$ cat src/hdl/btr_pkg.sv
// ----------------------------------------------------------------------------
// btr_pkg: shared types and constants for the block transfer receiver
// Frame layout, protocol bytes, event codes and receiver phase.
// ----------------------------------------------------------------------------
package btr_pkg;

    localparam int BLOCK_BYTES = 256;
    localparam int HDR_BYTES   = 3;
    localparam int POS_W       = $clog2(HDR_BYTES + BLOCK_BYTES + 1);

    localparam logic [POS_W-1:0] POS_START = POS_W'(0);
    localparam logic [POS_W-1:0] POS_NUM_HI = POS_W'(1);
    localparam logic [POS_W-1:0] POS_NUM_LO = POS_W'(2);
    localparam logic [POS_W-1:0] POS_DATA = POS_W'(HDR_BYTES);
    localparam logic [POS_W-1:0] POS_CSUM = POS_W'(HDR_BYTES + BLOCK_BYTES);

    localparam logic [7:0] START_BYTE = 8'h01;
    localparam logic [7:0] ACK_BYTE   = 8'h06;
    localparam logic [7:0] CAN_BYTE   = 8'h18;

    localparam logic [7:0] TIMEOUT_RESET = 8'd20;
    localparam logic [8:0] IDLE_MAX      = 9'd511;

    typedef enum logic [2:0] {
        EV_STAGE     = 3'd0,
        EV_COMMIT    = 3'd1,
        EV_DUPLICATE = 3'd2,
        EV_END       = 3'd3,
        EV_SEQ_ERR   = 3'd4,
        EV_BAD_START = 3'd5,
        EV_CSUM_ERR  = 3'd6,
        EV_TIMEOUT   = 3'd7
    } event_t;

    typedef enum logic [1:0] {
        PH_RECEIVING = 2'd0,
        PH_HALTED    = 2'd1
    } phase_t;

    typedef enum logic {
        REQ_BYTE = 1'b0,
        REQ_TICK = 1'b1
    } req_t;

endpackage

$ cat src/hdl/block_transfer_receiver.sv
// ----------------------------------------------------------------------------
// block_transfer_receiver: receive side of a 256-byte block transfer
// Parses start byte, block number, data and checksum; reports verdicts.
// ----------------------------------------------------------------------------
// Usage:
//   Input channel (in_valid / in_stall): one transaction per received uart
//   byte (req_type = 0, rx_byte) or per one-second tick (req_type = 1).
//   Output channel (out_valid / out_stall): at most one result per input
//   transaction - a data byte to stage, a frame verdict, or a timeout, with
//   the reply byte (ACK / CAN) to send back when reply_valid is set.
//   Configuration: cfg_wr_en / cfg_wr_data write timeout_seconds; write it
//   only while no transaction is in flight.
//   Timing: an accepted input is held in the input register, and its result
//   is then taken into the result register once that register can take a value.
//   Throughput: one transaction per cycle while the output is not stalled, set
//   by the single pass of frame logic between the two registers.
//   When the receiver stalls, the result register holds and the input
//   register still takes one more transaction; further input then stalls.
//   After bad start, checksum error, sequence error, end of transfer or a
//   timeout, every input is consumed without result until reset.
//   Reset (rst_n low) returns to receiving, expected block 1, timeout 20.
// ----------------------------------------------------------------------------
module block_transfer_receiver
    import btr_pkg::*;
(
    input  logic        clk,
    input  logic        rst_n,
    input  logic        cfg_wr_en,
    input  logic [7:0]  cfg_wr_data,
    input  logic        in_valid,
    output logic        in_stall,
    input  logic        req_type,
    input  logic [7:0]  rx_byte,
    output logic        out_valid,
    input  logic        out_stall,
    output logic [2:0]  event_kind,
    output logic [7:0]  stage_index,
    output logic [7:0]  stage_data,
    output logic [23:0] flash_offset,
    output logic [15:0] block_number,
    output logic        reply_valid,
    output logic [7:0]  reply_byte
);

    // input register
    logic       in_valid_reg;
    req_t       req_type_reg;
    logic [7:0] rx_byte_reg;

    // protocol state
    phase_t           phase_reg, phase_next;
    logic [POS_W-1:0] pos_reg, pos_next;
    logic             start_ok_reg, start_ok_next;
    logic [15:0]      hdr_reg, hdr_next;
    logic [7:0]       sum_reg, sum_next;
    logic [15:0]      expected_reg, expected_next;
    logic [8:0]       idle_reg, idle_next;
    logic [7:0]       timeout_reg;

    // result register
    logic        out_valid_reg, out_valid_next;
    event_t      kind_reg, kind_next;
    logic [7:0]  index_reg, index_next;
    logic [7:0]  data_reg, data_next;
    logic [23:0] offset_reg, offset_next;
    logic [15:0] num_reg, num_next;
    logic        rvalid_reg, rvalid_next;
    logic [7:0]  rbyte_reg, rbyte_next;

    logic        advance;
    logic        has_result;
    logic [8:0]  idle_plus;
    logic [23:0] commit_offset;

    // move the input register forward whenever the result register can take a value
    assign advance  = in_valid_reg && (!out_valid_reg || !out_stall);
    assign in_stall = in_valid_reg && !advance;

    assign idle_plus     = idle_reg + 9'd1;
    assign commit_offset = 24'(({8'd0, hdr_reg} - 24'd1) * 24'(BLOCK_BYTES));

    // next state
    always_comb
    begin
        phase_next    = phase_reg;
        pos_next      = pos_reg;
        start_ok_next = start_ok_reg;
        hdr_next      = hdr_reg;
        sum_next      = sum_reg;
        expected_next = expected_reg;
        idle_next     = idle_reg;
        if (advance && phase_reg == PH_RECEIVING)
        begin
            if (req_type_reg == REQ_TICK)
            begin
                if (idle_reg != IDLE_MAX)
                    idle_next = idle_plus;
                if (idle_next > {1'b0, timeout_reg})
                    phase_next = PH_HALTED;
            end
            else
            begin
                idle_next = '0;
                if (pos_reg == POS_START)
                begin
                    start_ok_next = (rx_byte_reg == START_BYTE);
                    hdr_next      = '0;
                    sum_next      = '0;
                    pos_next      = POS_NUM_HI;
                end
                else if (pos_reg == POS_NUM_HI)
                begin
                    hdr_next = {rx_byte_reg, 8'd0};
                    pos_next = POS_NUM_LO;
                end
                else if (pos_reg == POS_NUM_LO)
                begin
                    hdr_next = {hdr_reg[15:8], rx_byte_reg};
                    pos_next = POS_DATA;
                end
                else if (pos_reg < POS_CSUM)
                begin
                    sum_next = sum_reg + rx_byte_reg;
                    pos_next = pos_reg + POS_W'(1);
                end
                else
                begin
                    pos_next = POS_START;
                    if (!start_ok_reg || sum_reg != rx_byte_reg || hdr_reg == 16'd0)
                        phase_next = PH_HALTED;
                    else if (hdr_reg == expected_reg)
                        expected_next = expected_reg + 16'd1;
                    else if (hdr_reg != expected_reg - 16'd1)
                        phase_next = PH_HALTED;
                end
            end
        end
    end

    // result
    always_comb
    begin
        has_result  = 1'b0;
        kind_next   = EV_STAGE;
        index_next  = '0;
        data_next   = '0;
        offset_next = '0;
        num_next    = hdr_reg;
        rvalid_next = 1'b0;
        rbyte_next  = '0;
        if (phase_reg == PH_RECEIVING)
        begin
            if (req_type_reg == REQ_TICK)
            begin
                num_next = '0;
                if (idle_next > {1'b0, timeout_reg})
                begin
                    has_result = 1'b1;
                    kind_next  = EV_TIMEOUT;
                end
            end
            else if (pos_reg >= POS_DATA && pos_reg < POS_CSUM)
            begin
                has_result = 1'b1;
                kind_next  = EV_STAGE;
                index_next = 8'(pos_reg - POS_DATA);
                data_next  = rx_byte_reg;
            end
            else if (pos_reg == POS_CSUM)
            begin
                has_result = 1'b1;
                if (!start_ok_reg)
                    kind_next = EV_BAD_START;
                else if (sum_reg != rx_byte_reg)
                    kind_next = EV_CSUM_ERR;
                else if (hdr_reg == 16'd0)
                begin
                    kind_next   = EV_END;
                    num_next    = '0;
                    rvalid_next = 1'b1;
                    rbyte_next  = ACK_BYTE;
                end
                else if (hdr_reg == expected_reg)
                begin
                    kind_next   = EV_COMMIT;
                    offset_next = commit_offset;
                    rvalid_next = 1'b1;
                    rbyte_next  = ACK_BYTE;
                end
                else if (hdr_reg == expected_reg - 16'd1)
                begin
                    kind_next   = EV_DUPLICATE;
                    rvalid_next = 1'b1;
                    rbyte_next  = ACK_BYTE;
                end
                else
                begin
                    kind_next   = EV_SEQ_ERR;
                    rvalid_next = 1'b1;
                    rbyte_next  = CAN_BYTE;
                end
            end
        end
    end

    always_comb
    begin
        if (advance && has_result)
            out_valid_next = 1'b1;
        else if (!out_stall)
            out_valid_next = 1'b0;
        else
            out_valid_next = out_valid_reg;
    end

    always_ff @(posedge clk or negedge rst_n)
    begin
        if (!rst_n)
        begin
            in_valid_reg  <= 1'b0;
            out_valid_reg <= 1'b0;
            phase_reg     <= PH_RECEIVING;
            pos_reg       <= POS_START;
            start_ok_reg  <= 1'b0;
            hdr_reg       <= '0;
            sum_reg       <= '0;
            expected_reg  <= 16'd1;
            idle_reg      <= '0;
            timeout_reg   <= TIMEOUT_RESET;
        end
        else
        begin
            if (!in_stall)
                in_valid_reg <= in_valid;
            out_valid_reg <= out_valid_next;
            phase_reg     <= phase_next;
            pos_reg       <= pos_next;
            start_ok_reg  <= start_ok_next;
            hdr_reg       <= hdr_next;
            sum_reg       <= sum_next;
            expected_reg  <= expected_next;
            idle_reg      <= idle_next;
            if (cfg_wr_en)
                timeout_reg <= cfg_wr_data;
        end
    end

    // payload registers
    always_ff @(posedge clk)
    begin
        if (in_valid && !in_stall)
        begin
            req_type_reg <= req_t'(req_type);
            rx_byte_reg  <= rx_byte;
        end
        if (advance && has_result)
        begin
            kind_reg   <= kind_next;
            index_reg  <= index_next;
            data_reg   <= data_next;
            offset_reg <= offset_next;
            num_reg    <= num_next;
            rvalid_reg <= rvalid_next;
            rbyte_reg  <= rbyte_next;
        end
    end

    assign out_valid    = out_valid_reg;
    assign event_kind   = kind_reg;
    assign stage_index  = index_reg;
    assign stage_data   = data_reg;
    assign flash_offset = offset_reg;
    assign block_number = num_reg;
    assign reply_valid  = rvalid_reg;
    assign reply_byte   = rbyte_reg;

    // once halted, stay halted until reset
    assert property (@(posedge clk) disable iff (!rst_n)
        phase_reg == PH_HALTED |=> phase_reg == PH_HALTED)
        else $error("receiver left halted phase");

    // expected block number moves only on a commit verdict
    assert property (@(posedge clk) disable iff (!rst_n)
        !$stable(expected_reg) |-> $past(advance && has_result && kind_next == EV_COMMIT))
        else $error("expected block number changed without commit");

    // frame position never passes the checksum byte
    assert property (@(posedge clk) disable iff (!rst_n)
        pos_reg <= POS_CSUM)
        else $error("frame position out of range");

    // a held result must not be overwritten
    assert property (@(posedge clk) disable iff (!rst_n)
        out_valid_reg && out_stall |=> out_valid_reg && $stable(kind_reg) && $stable(num_reg))
        else $error("stalled result changed");

    // reply flag follows the verdict kind
    assert property (@(posedge clk) disable iff (!rst_n)
        out_valid_reg && reply_valid |->
            (kind_reg == EV_COMMIT || kind_reg == EV_DUPLICATE ||
             kind_reg == EV_END || kind_reg == EV_SEQ_ERR))
        else $error("reply on a verdict that takes none");

endmodule
$ cat config.mk
export PLATFORM = sky130hd
export DESIGN_NAME = block_transfer_receiver
export DESIGN_NICKNAME = d
export VERILOG_FILES = /design/src/hdl/btr_pkg.sv /design/src/hdl/block_transfer_receiver.sv
export SDC_FILE = /design/constraint.sdc
export NUM_CORES = 1
export LEC_CHECK = 0
export ABC_AREA = 1
export BUFFER_PORTS_ARGS = -buffer_cell sky130_fd_sc_hd__buf_2
export CAP_MARGIN = 20
export CORE_UTILIZATION = 52
export CTS_BUF_LIST = sky130_fd_sc_hd__clkbuf_4
export DETAILED_ROUTE_END_ITERATION = 12
export PLACE_DENSITY = 0.72
export SLEW_MARGIN = 20
export SYNTH_ARGS = -nofsm -noshare
export SYNTH_HDL_FRONTEND = slang
export SYNTH_SLANG_ARGS = --single-unit
$ cat constraint.sdc
create_clock -name clk -period 7.9 [get_ports clk]
set_clock_uncertainty 0.05 [all_clocks]
set_input_delay 0.395 -clock clk [delete_from_list [all_inputs] [get_ports clk]]
set_output_delay 0.395 -clock clk [all_outputs]
set_load 0.02 [all_outputs]
# --- After elaboration in Yosys (flattened, before gate mapping) ---
# Cells that the tools add are included.
# W data, S select, Z words.
word_totals:
  out_inout_bits: 70
  word_cells: 148
  register_bits: 145
op_classes:
  order_cmp: 4
  n_eq_ne: 18
  n_reduce_logical: 34
  addsub: 7
  n_mux: 52
  n_bitwise: 11
ops:
  columns: ["cell", "count"]
  rows:
  - ["$mux W16", 9]
  - ["$mux W9", 9]
  - ["$mux W8", 5]
  - ["$mux W3", 11]
  - ["$eq A16 B16 Y1", 2]
  - ["$sub A16 B1 Y16 const B", 2]
  - ["$add A9 B1 Y9 const B", 2]
  - ["$gt A9 B8 Y1", 2]
  - ["$mux W2", 9]
  - ["$add A16 B1 Y16 const B", 1]
  - ["$logic_not A16 Y1", 1]
  - ["$ne A16 B16 Y1", 1]
  - ["$reduce_and A8 Y1", 2]
  - ["$reduce_or A8 Y1", 2]
  - ["$ne A2 B2 Y1 const B", 6]
  - ["$not A1 Y1", 11]
  - ["$eq A9 B1 Y1 const B", 1]
  - ["$eq A9 B2 Y1 const B", 1]
  - ["$eq A9 B9 Y1 const B", 1]
  - ["$ge A9 B2 Y1 const B", 1]
  - ["$logic_not A9 Y1", 1]
  - ["$lt A9 B9 Y1 const B", 1]
  - ["$ne A9 B9 Y1 const B", 1]
  - ["$reduce_and A3 Y1", 3]
  - ["20 further kinds", 41]

# --- Logic depth before layout (Yosys ltp) ---
depth:
  depth_word: 13
  depth_mapped: 19

# --- Worst setup path before layout ---
# No wires, ideal clock.
synth_path:
  path_kind: "reg-to-reg"
  startpoint: "register idle_reg[0]"
  endpoint: "register num_reg[0] (netlist: block_number[0]) (enable)"
  required_ns: 7.437
  arrival_ns: 3.540
  path_stages_with_launch: 19
  period_less_slack_ns: 4.003
  setup_time_ns: 0.413
  path_buffers: 0
  slack_ns: 3.897
  cell_sequence: "dfrtp_1 > ha_1 > inv_1 > nor3_1 > nand3_1 > nand2_1 > o21ai_0 > nand2_1 > o21ai_0 > ha_1 > nand2_1 > o21a_1 > o21ai_0 > nand3_1 > nand2_1 > nand2_1 > nand2_1 > nand4_1 > nand2_1"
synth_between:
  elab_chain_cells: 11
synth_rtl:
  columns: ["element", "line_no", "source"]
  rows:
  - ["from (decl)", "block_transfer_receiver.sv:57", "logic [8:0] idle_reg, idle_next;"]
  - ["from (signal assigned)", "block_transfer_receiver.sv:242", "idle_reg <= idle_next;"]
  - ["$add A9 B1 Y9 / $ne A9 B9 Y1 (equally long branches)", "block_transfer_receiver.sv:79, block_transfer_receiver.sv:96", null]
  - ["$mux W9 *", "block_transfer_receiver.sv:96", "if (idle_reg != IDLE_MAX)"]
  - ["$mux W9 *", "block_transfer_receiver.sv:94", "if (req_type_reg == REQ_TICK)"]
  - ["$mux W9 *", "block_transfer_receiver.sv:92", "if (advance && phase_reg == PH_RECEIVING)"]
  - ["$mux W9 *", "block_transfer_receiver.sv:94", null]
  - ["$mux W9 *", "block_transfer_receiver.sv:92", null]
  - ["net idle_next[1]", "block_transfer_receiver.sv:57", null]
  - ["$gt A9 B8 Y1 *", "block_transfer_receiver.sv:156", "if (idle_next > {1'b0, timeout_reg})"]
  - ["$mux W1 *", "block_transfer_receiver.sv:156", null]
  - ["$mux W1 *", "block_transfer_receiver.sv:153", "if (req_type_reg == REQ_TICK)"]
  - ["$mux W1 *", "block_transfer_receiver.sv:151", "if (phase_reg == PH_RECEIVING)"]
  - ["$logic_and A1 B1 Y1 *", "block_transfer_receiver.sv:256", "if (advance && has_result)"]
  - ["to (signal assigned)", "block_transfer_receiver.sv:262", "num_reg <= num_next;"]
  - ["to (decl)", "block_transfer_receiver.sv:66", "logic [15:0] num_reg, num_next;"]
# Mark *: on every way through the listed nets, which the timed path passes. The rest lies on a longest branch. The select of a mux whose other input is x is not followed.
# A chain may end at the register's enable or synchronous reset.

# --- Final worst setup path ---
layout_path:
  startpoint: "register idle_reg[0]"
  endpoint: "register offset_reg[11] (netlist: flash_offset[11]) (enable)"
layout_between:
  elab_chain_cells: 11
layout_rtl:
  columns: ["element", "line_no", "source"]
  rows:
  - ["$add A9 B1 Y9 / $ne A9 B9 Y1 (equally long branches)", "block_transfer_receiver.sv:79, block_transfer_receiver.sv:96", null]
  - ["$mux W9 *", "block_transfer_receiver.sv:96", null]
  - ["$mux W9 *", "block_transfer_receiver.sv:94", null]
  - ["$mux W9 *", "block_transfer_receiver.sv:92", null]
  - ["$mux W9 *", "block_transfer_receiver.sv:94", null]
  - ["$mux W9 *", "block_transfer_receiver.sv:92", null]
  - ["net idle_next[2]", "block_transfer_receiver.sv:57", null]
  - ["$gt A9 B8 Y1 *", "block_transfer_receiver.sv:156", null]
  - ["$mux W1 *", "block_transfer_receiver.sv:156", null]
  - ["$mux W1 *", "block_transfer_receiver.sv:153", null]
  - ["$mux W1 *", "block_transfer_receiver.sv:151", null]
  - ["$logic_and A1 B1 Y1 *", "block_transfer_receiver.sv:256", null]
  - ["to (signal assigned)", "block_transfer_receiver.sv:261", "offset_reg <= offset_next;"]
  - ["to (decl)", "block_transfer_receiver.sv:65", "logic [23:0] offset_reg, offset_next;"]
# Marks and branches as above.

==> results by group <==
Timing
  • Tmin final: approximately 4000 ps
  • Slew headroom: 38.9%
  • Hold Vio Cnt, Final: 0
  • Slew @ Worst Pin: 916 ps
  • Final setup vio count: 0
  • Achievable Freq: between 200 and 250 MHz
  • Final worst-path cycle share: between 50% and 60%
  • Setup TNS: 0 ps
  • Fin worst setup slack: about 3900 ps
  • Max-slew violation count: 0
  • Setup repair after global routing missed its margin: no

Clock network
  • Clk_lat worst skew: between 500 and 600 ps
  • CTS Buffer Depth: 2
  • Setup bufs post-CTS: 0
  • Clk root buf: clkbuf_4
  • CTS Buf Count: 17
  • CTS tree: built
  • Cts hold-fix bufs: 19
  • Quantity of gates resized following cts: 0
  • Clock Sinks: roughly 130
  • Worst-path clk slew: 120 ps
  • H-tree depth reported by CTS: 4

Critical path
  • Slowest CP cell: buf_4
  • Startpoint Class: register
  • Max incr delay on CP: around 540 ps
  • CP Capture Type: register
  • Crit path max fanout: 54
  • Critical Path RT: between 8000 and 9000 ps
  • WS Path Type: register to register
  • Crit path DAT: about 4200 ps
  • Most common cell on crit path: nand2_1
  • Crit-path cells: ha_1, inv_1, nor3_1, nand3_1, nand2_1, nor2_1, a21oi_1, nand2_1, o21ai_0, ha_1, nand2_1, o21a_1, o21ai_0, nand3_1, nand2_1, nand2_1, nand2_1, nand4_1, nand2_2, buf_4

Run
  • MaxCap Viol Count: 0

Power and ir drop
  • Power per cell area: between 100 and 150 mW/mm^2
  • Switching pwr: between 300 and 400 uW
  • LEAKAGE: 0.00419 uW
  • VDD IR max: about 0.12 mV
  • Reg power frac: about three fifths
  • Sw frac: 27.0%
  • Clk pwr share: 36.1%
  • Combinational power share: under 10%
  • Internal power: a little over 900 uW

Worst hold path
  • Worst hold path type: primary input to register

Placed design
  • Input/output buffers: between 70 and 80
  • Setup WS pre-CTS: between 3000 and 4000 ps
  • Routability cong.: 0.915
  • Hpwl dp: between 10000 and 15000 um

Logic synthesis
  • Yosys synthesis warning count: 0
  • Unique cell type count in the Yosys netlist: 53
  • Number of flops mapped to enable cells by yosys: 63
  • Top-area cell type share of the netlist area: roughly 24%
  • Synthesized area: around 0.008 sq mm
  • Synthesized flop and latch total: ~130
  • Async set or reset register ratio after synthesis: ~53%
  • Syn Inst Count: between 900 and 1000
  • Most used DFF post-synth: dfrtp_1
  • Mean Syn Cell Area: about 8.4 sq um
  • Synth top area cells: edfxtp_1 (24%), dfrtp_1 (22%), nand2_1 (9.5%)
  • Dominant cell type by area after synthesis: edfxtp_1
  • Sequential area share after synthesis: between 40 and 50%

Detailed routing
  • DR DRC count: 0
  • Initial drt markers: 520
  • Routed WL: 18400 um
  • Post-DRT Antenna Nets: 0
  • Drt pass-1 iters: 6
  • Drt via density: 5.35
  • Average routed wire per standard cell: 14.9 um
  • Via count: 6600

Floorplanning
  • # IOs: 92
  • DIE AREA: approximately 0.015 sq mm
  • Core area: approximately 0.015 sq mm
  • Die Wd: about 120 um
  • Initial core utilization: a little over half
  • Die height: about 120 um
  • Floorplan row count: 44

Finish
  • Nets@finish: around 1100
  • Layout area overhead: 12.3%
  • Fraction of layout cells with a size suffix above 1: about 14%

Global route
  • Initial antenna violation count: 1
  • Largest net degree at the start of global routing: slightly above 70
  • Overall Global Routing Usage: between 20% and 30%
  • First-pass GRT wire length: 30600 um
  • Grt ovf: 0
  • Vias in the first global route: 6252

Outcome
  • Outcome: complete, no violations
==> layer usage <==
metal	part of all wire (%)	vias up	global-route usage, %
met4	2.6	0	10.3
li1	-	3263	-
met3	6.4	36	6.62
met2	47	229	40.6
met1	44	3072	31.9
met5	0	-	0
==> area by class of cell <==
class | instances | area (sq um)
fill | 1308 | 5840
sequential | 133 | 3650
multi-input combinational | 659 | 3520
timing repair buffer | 100 | 601
inverter | 125 | 474
tap | 184 | 230
clock inverter | 15 | 146
clock buffer | 17 | 128
antenna | 1 | 2.50
==> through the flow <==
stage / std cells / hold WS, ps / cell area [sq um] / util (%) / power [uW]
2_1_floorplan: 943 / 49.4 / 7840 / - / 789
3_3_place_gp: 1182 / 447 / 8290 / 56.8 / 809
3_5_place_dp: 1182 / 453 / 8290 / 56.8 / 810
4_1_cts: 1233 / 46.9 / 8750 / 60.0 / 1270
5_1_grt: 1234 / 80.9 / 8750 / 60.0 / 1310
6_report: 1234 / 98.3 / 8750 / 60.0 / 1260
==> final timing paths <==
path / start / to / slack [ps] / cells past startpoint
max reg2reg: idle_reg[0] / flash_offset[11] / 3900 / 20
min reg2reg: sum_reg[6] / sum_reg[6] / 490 / 2
min in group asynchronous: rst_n / expected_reg[1] / 500 / 3
max in group asynchronous: rst_n / sum_reg[5] / 6680 / 3
max: idle_reg[0] / flash_offset[11] / 3900 / 20
min: cfg_wr_en / timeout_reg[2] / 100 / 3
==> power groups by stage <==
stage	combinational (uW)	sequential (uW)	clock, uW
6_report	64.7	739	455
5_1_grt	74.1	740	498
4_1_cts	64.4	739	462
3_5_place_dp	57.0	753	0
3_3_place_gp	55.7	753	0
2_1_floorplan	41.1	748	0
==> layout by cell type (no fill, tap or decap), types with 3 or more instances in the layout <==
cell type,instances
ha_1,31
nand4_1,23
clkinv_4,4
buf_2,79
nand2_1,196
or2_2,3
o22ai_1,10
nor4_1,6
a21oi_2,4
nand3b_1,4
inv_6,4
nor3_1,18
o21ai_0,66
a21oi_1,26
edfxtp_1,63
inv_2,6
dlygate4sd3_1,19
nor2_1,123
nor2_4,5
dfrtp_1,67
nand3_1,55
xor2_1,33
xnor2_1,7
o21ai_1,4
clkbuf_4,17
a31oi_1,3
dfstp_2,3
inv_1,116
nor2_2,4
conb_1,12
==> synthesized netlist by cell type, drive strengths merged (2+ instances only) <==
master,number
o22ai,10
buf,23
a31oi,3
edfxtp,63
clkbuf,3
dfrtp,67
nand3b,5
o21ai,72
and2,2
inv,124
nor4,6
nor3b,2
ha,31
or2,3
nor3,20
nand4,24
nand2,199
xor2,33
dfstp,3
nor2,132
nand3,57
a21oi,31
xnor2,7
==> cells by family after synthesis <==
logic type               Yosys count  synth area share, %
buffers and inverters            151                 8.54
other                              1               0.0481
multiplexers                       1                0.144
AO/OA/AOI/OAI                    123                 8.89
XOR/XNOR                          40                 4.50
flip-flops                       133                 46.8
adder cells (fa/ha/maj)           32                 5.23
AND/OR/NAND/NOR                  451                 25.8
==> worst max-delay path: cells and delay by family (launching register included) <==
kind	cells	cell delay [ps]
simple gates	12	1530
compound gates	4	650
buf+inv	2	600
fa+ha+maj	2	410
flops	1	370
Power figures use the tool's default switching activity.
